File: src/trse_pkg.sv
// Package for the typed RPN stack evaluator: action and status codes,
// default sizes and the command and status structs. No dependencies.
package trse_pkg;

	localparam int DefStackDepth = 64;
	localparam int DefWordBits   = 32;

	localparam logic [4:0] ACT_PUSH_INT  = 5'd0;
	localparam logic [4:0] ACT_PUSH_BOOL = 5'd1;
	localparam logic [4:0] ACT_NOT       = 5'd2;
	localparam logic [4:0] ACT_DUP       = 5'd3;
	localparam logic [4:0] ACT_DROP      = 5'd4;
	localparam logic [4:0] ACT_CLEAR     = 5'd5;
	localparam logic [4:0] ACT_SWAP      = 5'd6;
	localparam logic [4:0] ACT_ADD       = 5'd7;
	localparam logic [4:0] ACT_SUB       = 5'd8;
	localparam logic [4:0] ACT_MUL       = 5'd9;
	localparam logic [4:0] ACT_DIV       = 5'd10;
	localparam logic [4:0] ACT_MOD       = 5'd11;
	localparam logic [4:0] ACT_EQ        = 5'd12;
	localparam logic [4:0] ACT_LT        = 5'd13;
	localparam logic [4:0] ACT_GT        = 5'd14;
	localparam logic [4:0] ACT_LE        = 5'd15;
	localparam logic [4:0] ACT_GE        = 5'd16;
	localparam logic [4:0] ACT_PRINT     = 5'd17;

	localparam logic [2:0] ST_OK       = 3'd0;
	localparam logic [2:0] ST_EMPTY    = 3'd1;
	localparam logic [2:0] ST_NOT_BOOL = 3'd2;
	localparam logic [2:0] ST_NOT_INT  = 3'd3;
	localparam logic [2:0] ST_DIV_ZERO = 3'd4;
	localparam logic [2:0] ST_FULL     = 3'd5;

	// Commands from the controller to the datapath.
	typedef struct packed {
		logic latch_in;   // capture action and push value
		logic rd_top;     // load the A register from the read of sp-1, address sp-2
		logic rd_next;    // load the B register from the read of sp-2
		logic pop_one;    // sp -= 1
		logic pop_two;    // sp -= 2
		logic clear;      // sp = 0
		logic wr_push;    // write result at sp, sp += 1
		logic wr_top;     // overwrite entry at sp-1 with result
		logic wr_swap;    // write A at sp, sp += 1, and move B into A
		logic div_start;  // start the divider
		logic mul_cap;    // register the product
		logic done;       // present the result word
	} trse_cmd_t;

	// Status from the datapath to the controller.
	typedef struct packed {
		logic div_busy;
	} trse_sts_t;

endpackage

File: src/trse_div.sv
// Iterative signed divider, one quotient bit per cycle.
// Depends on nothing but its parameter.
module trse_div #(
	parameter int WORD_BITS = 32
) (
	input  logic                 clk,
	input  logic                 arst_n,
	input  logic                 start,
	input  logic [WORD_BITS-1:0] dividend,
	input  logic [WORD_BITS-1:0] divisor,
	output logic                 busy,
	output logic [WORD_BITS-1:0] quotient,
	output logic [WORD_BITS-1:0] remainder
);
	localparam int CW = $clog2(WORD_BITS + 1);

	logic [CW-1:0]        cnt_q;
	logic [WORD_BITS-1:0] q_q, r_q, d_q;
	logic                 qneg_q, rneg_q;
	logic [WORD_BITS:0]   trial;

	assign trial = {r_q, q_q[WORD_BITS-1]} - {1'b0, d_q};

	always_ff @(posedge clk or negedge arst_n) begin
		if (!arst_n) begin
			cnt_q <= '0;
		end else if (start) begin
			cnt_q <= CW'(WORD_BITS);
		end else if (cnt_q != '0) begin
			cnt_q <= cnt_q - 1'b1;
		end
	end

	always_ff @(posedge clk) begin
		if (start) begin
			q_q    <= dividend[WORD_BITS-1] ? -dividend : dividend;
			d_q    <= divisor[WORD_BITS-1] ? -divisor : divisor;
			r_q    <= '0;
			qneg_q <= dividend[WORD_BITS-1] ^ divisor[WORD_BITS-1];
			rneg_q <= dividend[WORD_BITS-1];
		end else if (cnt_q != '0) begin
			if (!trial[WORD_BITS]) begin
				r_q <= trial[WORD_BITS-1:0];
				q_q <= {q_q[WORD_BITS-2:0], 1'b1};
			end else begin
				r_q <= {r_q[WORD_BITS-2:0], q_q[WORD_BITS-1]};
				q_q <= {q_q[WORD_BITS-2:0], 1'b0};
			end
		end
	end

	assign busy      = (cnt_q != '0);
	assign quotient  = qneg_q ? -q_q : q_q;
	assign remainder = rneg_q ? -r_q : r_q;
endmodule

File: src/trse_datapath.sv
// Datapath: stack memory, pointer, operand registers, ALU and divider.
// Depends on trse_pkg and trse_div.
module trse_datapath #(
	parameter int STACK_DEPTH = trse_pkg::DefStackDepth,
	parameter int WORD_BITS   = trse_pkg::DefWordBits,
	localparam int PW = $clog2(STACK_DEPTH + 1),
	localparam int AW = $clog2(STACK_DEPTH)
) (
	input  logic                  clk,
	input  logic                  arst_n,
	input  trse_pkg::trse_cmd_t   cmd,
	input  logic [4:0]            action,
	input  logic [WORD_BITS-1:0]  push_value,
	output trse_pkg::trse_sts_t   sts,
	output logic [4:0]            act_q,
	output logic [PW-1:0]         sp_q,
	output logic                  ta_q,
	output logic                  a_zero,
	output logic                  tb_q,
	output logic                  top_valid,
	output logic [WORD_BITS-1:0]  top_word,
	output logic                  top_is_bool,
	output logic [PW-1:0]         stack_depth
);
	logic [WORD_BITS:0]   mem [STACK_DEPTH];
	logic [WORD_BITS-1:0] pv_q, a_q, b_q, prod_q;
	logic [WORD_BITS:0]   rd_q;
	logic [WORD_BITS-1:0] quo, rem;
	logic                 div_busy;
	logic [WORD_BITS:0]   res;
	logic [WORD_BITS:0]   wdata;
	logic [AW-1:0]        waddr;
	logic                 we;
	logic [AW-1:0]        raddr;
	logic                 blt, alt, eqv;
	logic                 tv_q, tb_out_q;
	logic [WORD_BITS-1:0] tw_q;

	trse_div #(.WORD_BITS(WORD_BITS)) u_div (
		.clk(clk), .arst_n(arst_n), .start(cmd.div_start),
		.dividend(b_q), .divisor(a_q), .busy(div_busy),
		.quotient(quo), .remainder(rem)
	);
	assign sts.div_busy = div_busy;

	assign blt = $signed(b_q) < $signed(a_q);
	assign alt = $signed(a_q) < $signed(b_q);
	assign eqv = (a_q == b_q);
	assign a_zero = (a_q == '0);

	always_comb begin
		res = '0;
		case (act_q)
			trse_pkg::ACT_PUSH_INT:  res = {1'b0, pv_q};
			trse_pkg::ACT_PUSH_BOOL: res = {1'b1, {(WORD_BITS-1){1'b0}}, pv_q[0]};
			trse_pkg::ACT_NOT:       res = {1'b1, {(WORD_BITS-1){1'b0}}, a_zero};
			trse_pkg::ACT_DUP, trse_pkg::ACT_SWAP: res = {ta_q, a_q};
			trse_pkg::ACT_ADD:       res = {1'b0, a_q + b_q};
			trse_pkg::ACT_SUB:       res = {1'b0, b_q - a_q};
			trse_pkg::ACT_MUL:       res = {1'b0, prod_q};
			trse_pkg::ACT_DIV:       res = {1'b0, quo};
			trse_pkg::ACT_MOD:       res = {1'b0, rem};
			trse_pkg::ACT_EQ:
				res = {1'b1, {(WORD_BITS-1){1'b0}}, (ta_q == tb_q) && eqv};
			trse_pkg::ACT_LT: res = {1'b1, {(WORD_BITS-1){1'b0}}, blt};
			trse_pkg::ACT_GT: res = {1'b1, {(WORD_BITS-1){1'b0}}, alt};
			trse_pkg::ACT_LE: res = {1'b1, {(WORD_BITS-1){1'b0}}, blt | eqv};
			trse_pkg::ACT_GE: res = {1'b1, {(WORD_BITS-1){1'b0}}, alt | eqv};
			default:          res = '0;
		endcase
	end

	// Single write port: swap writes A at sp-2 (sp already lowered by two, so at sp)
	// first, and B at sp+1 via the push path in the next cycle.
	always_comb begin
		we    = cmd.wr_push | cmd.wr_top | cmd.wr_swap;
		wdata = cmd.wr_swap ? {ta_q, a_q} : res;
		waddr = cmd.wr_top ? AW'(sp_q - 1'b1) : AW'(sp_q);
		if (cmd.rd_top | cmd.rd_next) raddr = AW'(sp_q - 2'd2);
		else                          raddr = AW'(sp_q - 1'b1);
	end

	always_ff @(posedge clk) begin
		if (we) mem[waddr] <= wdata;
		rd_q <= mem[raddr];
	end

	always_ff @(posedge clk) begin
		if (cmd.latch_in) pv_q <= push_value;
		if (cmd.rd_top) begin
			a_q  <= rd_q[WORD_BITS-1:0];
			ta_q <= rd_q[WORD_BITS];
		end
		if (cmd.rd_next) begin
			b_q  <= rd_q[WORD_BITS-1:0];
			tb_q <= rd_q[WORD_BITS];
		end
		if (cmd.mul_cap) prod_q <= WORD_BITS'(a_q * b_q);
		if (cmd.wr_swap) begin
			a_q  <= b_q;
			ta_q <= tb_q;
		end
	end

	always_ff @(posedge clk or negedge arst_n) begin
		if (!arst_n) begin
			act_q <= '0;
			sp_q  <= '0;
			tv_q  <= 1'b0;
			tw_q  <= '0;
			tb_out_q <= 1'b0;
		end else begin
			if (cmd.latch_in) act_q <= action;
			if (cmd.clear)        sp_q <= '0;
			else if (cmd.pop_two) sp_q <= sp_q - PW'(2);
			else if (cmd.pop_one) sp_q <= sp_q - PW'(1);
			else if (cmd.wr_push | cmd.wr_swap) sp_q <= sp_q + PW'(1);
			if (cmd.done) begin
				tv_q     <= (sp_q != '0);
				tw_q     <= (sp_q != '0) ? rd_q[WORD_BITS-1:0] : '0;
				tb_out_q <= (sp_q != '0) ? rd_q[WORD_BITS] : 1'b0;
			end
		end
	end

	assign top_valid   = tv_q;
	assign top_word    = tw_q;
	assign top_is_bool = tb_out_q;
	assign stack_depth = sp_q;
endmodule

File: src/trse_ctrl.sv
// Controller state machine sequencing reads, ALU ops, writes and the divider.
// Depends on trse_pkg.
module trse_ctrl #(
	parameter int STACK_DEPTH = trse_pkg::DefStackDepth,
	localparam int PW = $clog2(STACK_DEPTH + 1)
) (
	input  logic                clk,
	input  logic                arst_n,
	input  logic                start,
	output logic                busy,
	output logic                done,
	output logic [2:0]          status,
	output trse_pkg::trse_cmd_t cmd,
	input  trse_pkg::trse_sts_t sts,
	input  logic [4:0]          act_q,
	input  logic [PW-1:0]       sp_q,
	input  logic                ta_q,
	input  logic                a_zero,
	input  logic                tb_q
);
	typedef enum logic [3:0] {
		S_IDLE, S_DEC, S_RDA, S_RDB, S_CAPB, S_EXEC, S_MUL, S_DIVW,
		S_SWAP2, S_RDOUT, S_OUT, S_DONE
	} state_t;

	state_t     state_q;
	logic [2:0] status_q;
	logic       binop;
	logic       full;
	logic       blocked;

	assign full  = (sp_q == PW'(STACK_DEPTH));
	assign binop = (act_q >= trse_pkg::ACT_SWAP) && (act_q <= trse_pkg::ACT_GE);
	// An integer zero on top stops div and mod before anything is popped.
	// The A register holds the top from the CAPB step on.
	assign blocked = (act_q == trse_pkg::ACT_DIV || act_q == trse_pkg::ACT_MOD)
		&& (sp_q != '0) && !ta_q && a_zero;

	always_comb begin
		cmd = '0;
		case (state_q)
			S_IDLE: cmd.latch_in = start;
			S_RDB:  cmd.rd_top = 1'b1;
			S_CAPB: begin
				if (!blocked && sp_q >= PW'(2)) begin
					cmd.rd_next = 1'b1;
					cmd.pop_two = 1'b1;
				end else if (!blocked && sp_q != '0) begin
					cmd.pop_one = 1'b1;
				end
			end
			S_EXEC: begin
				case (act_q)
					trse_pkg::ACT_PUSH_INT, trse_pkg::ACT_PUSH_BOOL:
						cmd.wr_push = !full;
					trse_pkg::ACT_NOT: cmd.wr_top = (sp_q != '0) && ta_q;
					trse_pkg::ACT_DUP: cmd.wr_push = (sp_q != '0) && !full;
					trse_pkg::ACT_DROP: cmd.pop_one = (sp_q != '0);
					trse_pkg::ACT_CLEAR: cmd.clear = 1'b1;
					trse_pkg::ACT_SWAP: cmd.wr_swap = 1'b1;
					trse_pkg::ACT_EQ: cmd.wr_push = 1'b1;
					trse_pkg::ACT_MUL: cmd.mul_cap = !(ta_q | tb_q);
					trse_pkg::ACT_DIV, trse_pkg::ACT_MOD:
						cmd.div_start = !(ta_q | tb_q);
					default: cmd.wr_push = binop && !(ta_q | tb_q);
				endcase
			end
			S_MUL:   cmd.wr_push = 1'b1;
			S_SWAP2: cmd.wr_push = 1'b1;
			S_DIVW:  cmd.wr_push = !sts.div_busy;
			S_OUT:   cmd.done = 1'b1;
			default: cmd = '0;
		endcase
	end

	always_ff @(posedge clk or negedge arst_n) begin
		if (!arst_n) begin
			state_q  <= S_IDLE;
			status_q <= trse_pkg::ST_OK;
		end else begin
			case (state_q)
				S_IDLE: if (start) state_q <= S_DEC;
				S_DEC: begin
					status_q <= trse_pkg::ST_OK;
					state_q  <= S_RDA;
				end
				S_RDA: state_q <= S_RDB; // memory read of the top at sp-1
				S_RDB: begin
					// The A register loads at this edge; two-operand commands
					// check the stack in CAPB once the top is known.
					if (binop) state_q <= S_CAPB;
					else state_q <= S_EXEC;
				end
				S_CAPB: begin
					if (blocked) begin
						status_q <= trse_pkg::ST_DIV_ZERO;
						state_q  <= S_RDOUT;
					end else if (sp_q < PW'(2)) begin
						status_q <= trse_pkg::ST_EMPTY;
						state_q  <= S_RDOUT;
					end else begin
						state_q <= S_EXEC;
					end
				end
				S_EXEC: begin
					state_q <= S_RDOUT;
					case (act_q)
						trse_pkg::ACT_PUSH_INT, trse_pkg::ACT_PUSH_BOOL,
						trse_pkg::ACT_DUP: begin
							if (act_q == trse_pkg::ACT_DUP && sp_q == '0)
								status_q <= trse_pkg::ST_EMPTY;
							else if (full) status_q <= trse_pkg::ST_FULL;
						end
						trse_pkg::ACT_NOT: begin
							if (sp_q == '0) status_q <= trse_pkg::ST_EMPTY;
							else if (!ta_q) status_q <= trse_pkg::ST_NOT_BOOL;
						end
						trse_pkg::ACT_DROP, trse_pkg::ACT_PRINT:
							if (sp_q == '0) status_q <= trse_pkg::ST_EMPTY;
						default: ;
					endcase
				end
				S_MUL:   state_q <= S_RDOUT;
				S_DIVW:  if (!sts.div_busy) state_q <= S_RDOUT;
				S_SWAP2: state_q <= S_RDOUT;
				S_RDOUT: state_q <= S_OUT;
				S_OUT:   state_q <= S_DONE;
				S_DONE:  state_q <= S_IDLE;
				default: state_q <= S_IDLE;
			endcase
			// Binary operation overrides of the EXEC step.
			if (state_q == S_EXEC && binop) begin
				if (act_q == trse_pkg::ACT_SWAP) state_q <= S_SWAP2;
				else if (act_q != trse_pkg::ACT_EQ && (ta_q | tb_q))
					status_q <= trse_pkg::ST_NOT_INT;
				else if (act_q == trse_pkg::ACT_MUL) state_q <= S_MUL;
				else if (act_q == trse_pkg::ACT_DIV || act_q == trse_pkg::ACT_MOD)
					state_q <= S_DIVW;
			end
		end
	end

	assign busy   = (state_q != S_IDLE);
	assign done   = (state_q == S_DONE);
	assign status = status_q;
endmodule

File: src/typed_rpn_stack_evaluator_core.sv
// Top level of the typed RPN stack evaluator.
// Depends on trse_pkg, trse_ctrl and trse_datapath (and trse_div below it).
//
// Usage: drive action and push_value with start high while busy is low; the
// command word is taken at that clock edge and busy rises the next cycle.
// Exactly one result word follows: status, top_valid, top_word, top_is_bool
// and stack_depth are valid for the single cycle in which done is high, and
// the receiver takes it then; it cannot stall the block.
// Sequence: every command steps through DEC, RDA and RDB after the accepting
// edge; two-operand commands then pass CAPB, and a short stack or a blocked
// divide goes from there straight to RDOUT. EXEC follows; mul and swap add MUL
// or SWAP2, and div and mod wait in DIVW on the one bit per cycle divider. All
// end in RDOUT, OUT and DONE. One command is in flight at a time and busy drops
// the cycle after done, so a new command is taken only once the last is through.
// The stack lives in a memory of STACK_DEPTH entries with one write port and
// one registered read port; each access step goes through that registered read.
// Reset clears the stack pointer and controller; memory contents are not
// cleared, as only entries below the pointer are ever used.
// A zero integer on top blocks div and mod before any pop.
module typed_rpn_stack_evaluator_core #(
	parameter int STACK_DEPTH = trse_pkg::DefStackDepth,
	parameter int WORD_BITS   = trse_pkg::DefWordBits,
	localparam int PW = $clog2(STACK_DEPTH + 1)
) (
	input  logic                 clk,
	input  logic                 arst_n,
	input  logic                 start,
	output logic                 busy,
	output logic                 done,
	input  logic [4:0]           action,
	input  logic [WORD_BITS-1:0] push_value,
	output logic [2:0]           status,
	output logic                 top_valid,
	output logic [WORD_BITS-1:0] top_word,
	output logic                 top_is_bool,
	output logic [PW-1:0]        stack_depth
);
	trse_pkg::trse_cmd_t cmd;
	trse_pkg::trse_sts_t sts;
	logic [4:0]          act_q;
	logic [PW-1:0]       sp_q;
	logic                ta_q, tb_q, a_zero;

	// The controller sequences every command, including the divide-by-zero
	// check, which it makes once the top entry sits in the A register.
	trse_ctrl #(.STACK_DEPTH(STACK_DEPTH)) u_ctrl (
		.clk(clk), .arst_n(arst_n), .start(start), .busy(busy), .done(done),
		.status(status), .cmd(cmd),
		.sts(sts), .act_q(act_q), .sp_q(sp_q),
		.ta_q(ta_q), .a_zero(a_zero), .tb_q(tb_q)
	);

	trse_datapath #(.STACK_DEPTH(STACK_DEPTH), .WORD_BITS(WORD_BITS)) u_dp (
		.clk(clk), .arst_n(arst_n), .cmd(cmd), .action(action),
		.push_value(push_value), .sts(sts), .act_q(act_q), .sp_q(sp_q),
		.ta_q(ta_q), .a_zero(a_zero), .tb_q(tb_q), .top_valid(top_valid),
		.top_word(top_word), .top_is_bool(top_is_bool), .stack_depth(stack_depth)
	);

`ifndef SYNTH
	// Busy drops right after the result word, so the next command can come.
	a_no_start_busy: assert property (@(posedge clk) disable iff (!arst_n)
		done |=> !busy) else $error("busy held after done");
	// The depth never exceeds the store.
	a_depth: assert property (@(posedge clk) disable iff (!arst_n)
		stack_depth <= PW'(STACK_DEPTH)) else $error("depth overflow");
	// An empty stack shows no top entry.
	a_empty: assert property (@(posedge clk) disable iff (!arst_n)
		done && stack_depth == '0 |-> !top_valid && top_word == '0)
		else $error("top shown on empty stack");
`endif
endmodule
File: config.mk
export PLATFORM = sky130hd
export DESIGN_NAME = typed_rpn_stack_evaluator_core
export DESIGN_NICKNAME = d
export VERILOG_FILES = /design/src/trse_pkg.sv /design/src/trse_div.sv /design/src/trse_datapath.sv /design/src/trse_ctrl.sv /design/src/typed_rpn_stack_evaluator_core.sv
export SDC_FILE = /design/constraint.sdc
export NUM_CORES = 2
export LEC_CHECK = 0
export ABC_CLOCK_PERIOD_IN_PS = 7000
export BUFFER_PORTS_ARGS = -buffer_cell sky130_fd_sc_hd__buf_2
export CAP_MARGIN = 25
export CELL_PAD_IN_SITES_DETAIL_PLACEMENT = 0
export CELL_PAD_IN_SITES_GLOBAL_PLACEMENT = 1
export CORE_ASPECT_RATIO = 0.9
export CORE_MARGIN = 8
export CORE_UTILIZATION = 48
export CTS_CLUSTER_DIAMETER = 120
export CTS_CLUSTER_SIZE = 8
export DETAILED_ROUTE_END_ITERATION = 8
export GPL_TIMING_DRIVEN = 1
export PLACE_DENSITY_LB_ADDON = 0.1
export RECOVER_POWER = 25
export SETUP_SLACK_MARGIN = 0.2
export SLEW_MARGIN = 0
export SYNTH_ARGS = -nofsm -noshare
export SYNTH_HDL_FRONTEND = slang
export SYNTH_SLANG_ARGS = --single-unit
File: constraint.sdc
create_clock -name clk -period 7 [get_ports clk]
set_clock_uncertainty 0.1 [all_clocks]
set_input_delay 0.35 -clock clk [delete_from_list [all_inputs] [get_ports clk]]
set_output_delay 0.35 -clock clk [all_outputs]
set_load 0.02 [all_outputs]
==> impl_metrics.json <==
{
  "grt_pass1_wl_mm": 710,
  "final_common_cell": "edfxtp_1",
  "start_util_pct": 48.1,
  "clockRootBuffer": "clkbuf_16",
  "via_count": 102065,
  "portBuffers": 85,
  "synth_top_flop_cell": "edfxtp_1",
  "drtAntennaViolNets": 0,
  "slowest_stage": "clkbuf_1",
  "drive_above_1_share_pct": 14.5,
  "hold_start": "push_value[1]",
  "syn2layout_area_growth_pct": 15.0,
  "yosysWarnings": 0,
  "gp_congestion": 0.988,
  "setup-violations-final": 102,
  "final_nets": 12250,
  "crit_buf_inv": 3,
  "wl_met3_mm": 52.5,
  "worst_slack_ns": -0.0984,
  "grt_antenna_before_repair": 45,
  "hpwl_mm": 331,
  "cts_buffers": 346,
  "drc": 0,
  "min_period_ns": 7.10,
  "num_rows": 184,
  "synth.area.top_cells": "edfxtp_1, fa_1, mux2i_1",
  "syn_area_per_cell_sq_um": 12.0,
  "grtUsageTotal_pct": 32.9,
  "die_x_um": 572,
  "syn_nets": 11831,
  "fp.coreArea_sq_um": 278000,
  "final_cell_mix": "edfxtp_1, o22ai_1, mux2i_1, buf_4, nand2_1",
  "critical_path_class": "flip-flop to flip-flop",
  "cap_violations": 25,
  "cts_max_level": 5,
  "synthArstFlopShare_pct": 2.43,
  "die_area_sq_um": 296000,
  "hold_viol": 0,
  "viasPerCell": 6.64,
  "hold_path.class": "input port to flip-flop",
  "met2_length_mm": 216,
  "ys_ff_latch": 2432,
  "synth_top_area_share_pct": 51.8,
  "worst_path_largest_cell_delay_ns": 2.16,
  "violations": "capacitance limit, slew limit, setup timing",
  "rr_worst_depth": 8,
  "status": "finished with violations",
  "dp_worst_setup_slack_ns": -0.281,
  "cts_tree": "built",
  "rr_startpoint": "u_dp.act_q[2]$_DFFE_PN0P_",
  "ioPinCount": 86,
  "synthCells": 11116,
  "timing.rr.end": "u_dp.mem[22][6]$_DFFE_PP_",
  "relSlewSlack_pct": -138,
  "wl_per_cell_um": 32.7,
  "path_clk_slew_ns": 0.05,
  "critPathArrivalTime_ns": 7.67,
  "cp-start-kind": "flip-flop",
  "drtIter0Drc": 12945,
  "holdPathStages": 2,
  "cpMostUsedCell": "clkbuf_1",
  "routed_wirelength_mm": 502,
  "gr-total-overflow": 0,
  "critPathRequiredTime_ns": 7.57,
  "first_global_vias": 98344,
  "finalCritPeriodShare_pct": 101,
  "crit_chain": "or3b_2 > nor2_2 > clkbuf_1 > a222oi_1 > o221ai_1 > a211o_2 > clkbuf_1 > buf_4",
  "drv_slew": 893,
  "crit_path_end_kind": "flip-flop",
  "die_h_um": 517,
  "grt_max_degree": 182,
  "synthDistinctLibCells": 104,
  "worstMarginPinSlew_ns": 3.57,
  "yosys.area.top_type": "edfxtp_1",
  "syn-cell-area_sq_um": 134000,
  "drt_first_pass_iters": 6,
  "critPathMaxFanout": 49,
  "synth_edf_count": 2308,
  "reg2reg_slack_ns": -0.1,
  "insertion_delay_ns": 0.89,
  "drt-met1-wl_mm": 209,
  "rsz0062_at_grt": "yes",
  "highest_layer": "met5",
  "hold_end": "u_dp.pv_q[1]$_DFFE_PP_",
  "cts_buffer_depth": 4,
  "timing.hold.ws_ns": 0.118,
  "cts.sink_count": 2432,
  "max_freq_mhz": 141,
  "synth_seq_area_share_pct": 53.9,
  "cpLargestDelayFamily": "buffers and inverters"
}
## synth_stat cells, drive strengths merged (32+ instances only)
cell type and instances:
nand3 232, edfxtp 2308, nand2 616, nor2b 299
ha 264, a21o 39, fa 411, nor4 66
o22a 36, a221o 32, xnor2 179, dfxtp 65
a21oi 481, nor3 426, nand2b 33, o21ai 437
a31oi 47, a22oi 49, or3 50, xor2 65
buf 252, a211oi 307, inv 551, o31ai 44
dfrtp 59, o221ai 123, o41ai 43, clkbuf 597
nor2 609, o22ai 1000, nand4 54, mux4 170
o211ai 37, mux2i 684
## cell families after synthesis
family	Yosys count	share of synthesized area, %
buffers and inverters	1417	4.20
DFF	2432	53.9
AOI/OAI and AO/OA	2959	14.5
adders and majority gates	676	8.63
xor gates and xnor gates	244	1.60
and+or+nand+nor	2517	9.08
muxes	871	8.13
## through the flow
stage          std cells  util, %  TNS, ns  cell area [sq um]
4_1_cts            15312     55.0  -0.0169             153000
6_report           15379     55.3    -5.48             154000
2_1_floorplan      11116        -        0             134000
5_1_grt            15358     55.2   -10.27             154000
3_5_place_dp       14797     51.3    -1.07             143000
3_3_place_gp       14790     51.3   -0.489             143000
## sequential cells by signal (all words and copies together), names as in the netlist, 3 cells and up
signal and flops:
u_ctrl.state_q 4, u_ctrl.status 3, u_dp.a_q 32, u_dp.act_q 5, u_dp.b_q 32, u_dp.mem 2112
u_dp.prod_q 32, u_dp.pv_q 32, u_dp.rd_q 33, u_dp.sp_q 7, u_dp.top_word 32, u_dp.u_div.cnt_q 6
u_dp.u_div.d_q 32, u_dp.u_div.q_q 32, u_dp.u_div.r_q 32
## layout make-up
cell class / instances / area [sq um]
fillers: 23144 / 125000
flip-flops and latches: 2432 / 72100
multi-input cells: 7268 / 57600
clock buffers: 428 / 9090
repair buffers: 919 / 7860
well taps: 3720 / 4650
inverters: 568 / 2180
clock inverters: 20 / 283
diodes: 24 / 60.1
## layer usage
layer | vias to the layer above | GRT usage, %
met5 | - | 0
met4 | 18 | 13.6
met2 | 5550 | 48.8
met3 | 1000 | 7.80
li1 | 43562 | -
met1 | 51935 | 46.7
## worst max-delay path by stage
| stage | from | end | slack (ns) | depth (start not counted) |
|---|---|---|---|---|
| after floorplan | u_dp.a_q[12]$_DFFE_PP_ | u_dp.prod_q[31]$_DFFE_PP_ | 0.20 | 25 |
| after global placement | u_dp.a_q[15]$_DFFE_PP_ | u_dp.prod_q[31]$_DFFE_PP_ | -0.23 | 23 |
| after detailed placement | u_dp.b_q[7]$_DFFE_PP_ | u_dp.prod_q[31]$_DFFE_PP_ | -0.28 | 23 |
| after CTS | u_dp.a_q[15]$_DFFE_PP_ | u_dp.prod_q[31]$_DFFE_PP_ | -0.02 | 23 |
| after global routing | u_dp.a_q[10]$_DFFE_PP_ | u_dp.prod_q[31]$_DFFE_PP_ | -0.22 | 23 |
| final | u_dp.act_q[2]$_DFFE_PN0P_ | u_dp.mem[22][6]$_DFFE_PP_ | -0.1 | 8 |
## timing repair
action                                  4_1_cts  5_1_grt
buffers inserted                             25       40
endpoints found under the setup margin       29       23
pin swaps                                    35       81
gates resized for setup                      70      119
cloned                                        1        0
endpoints found under the hold margin        97        0
hold buffers                                 41        0
Power is left out: the tool's default activity adds up to more than one toggle a clock period on the data nets, which glitch-free logic cannot reach.
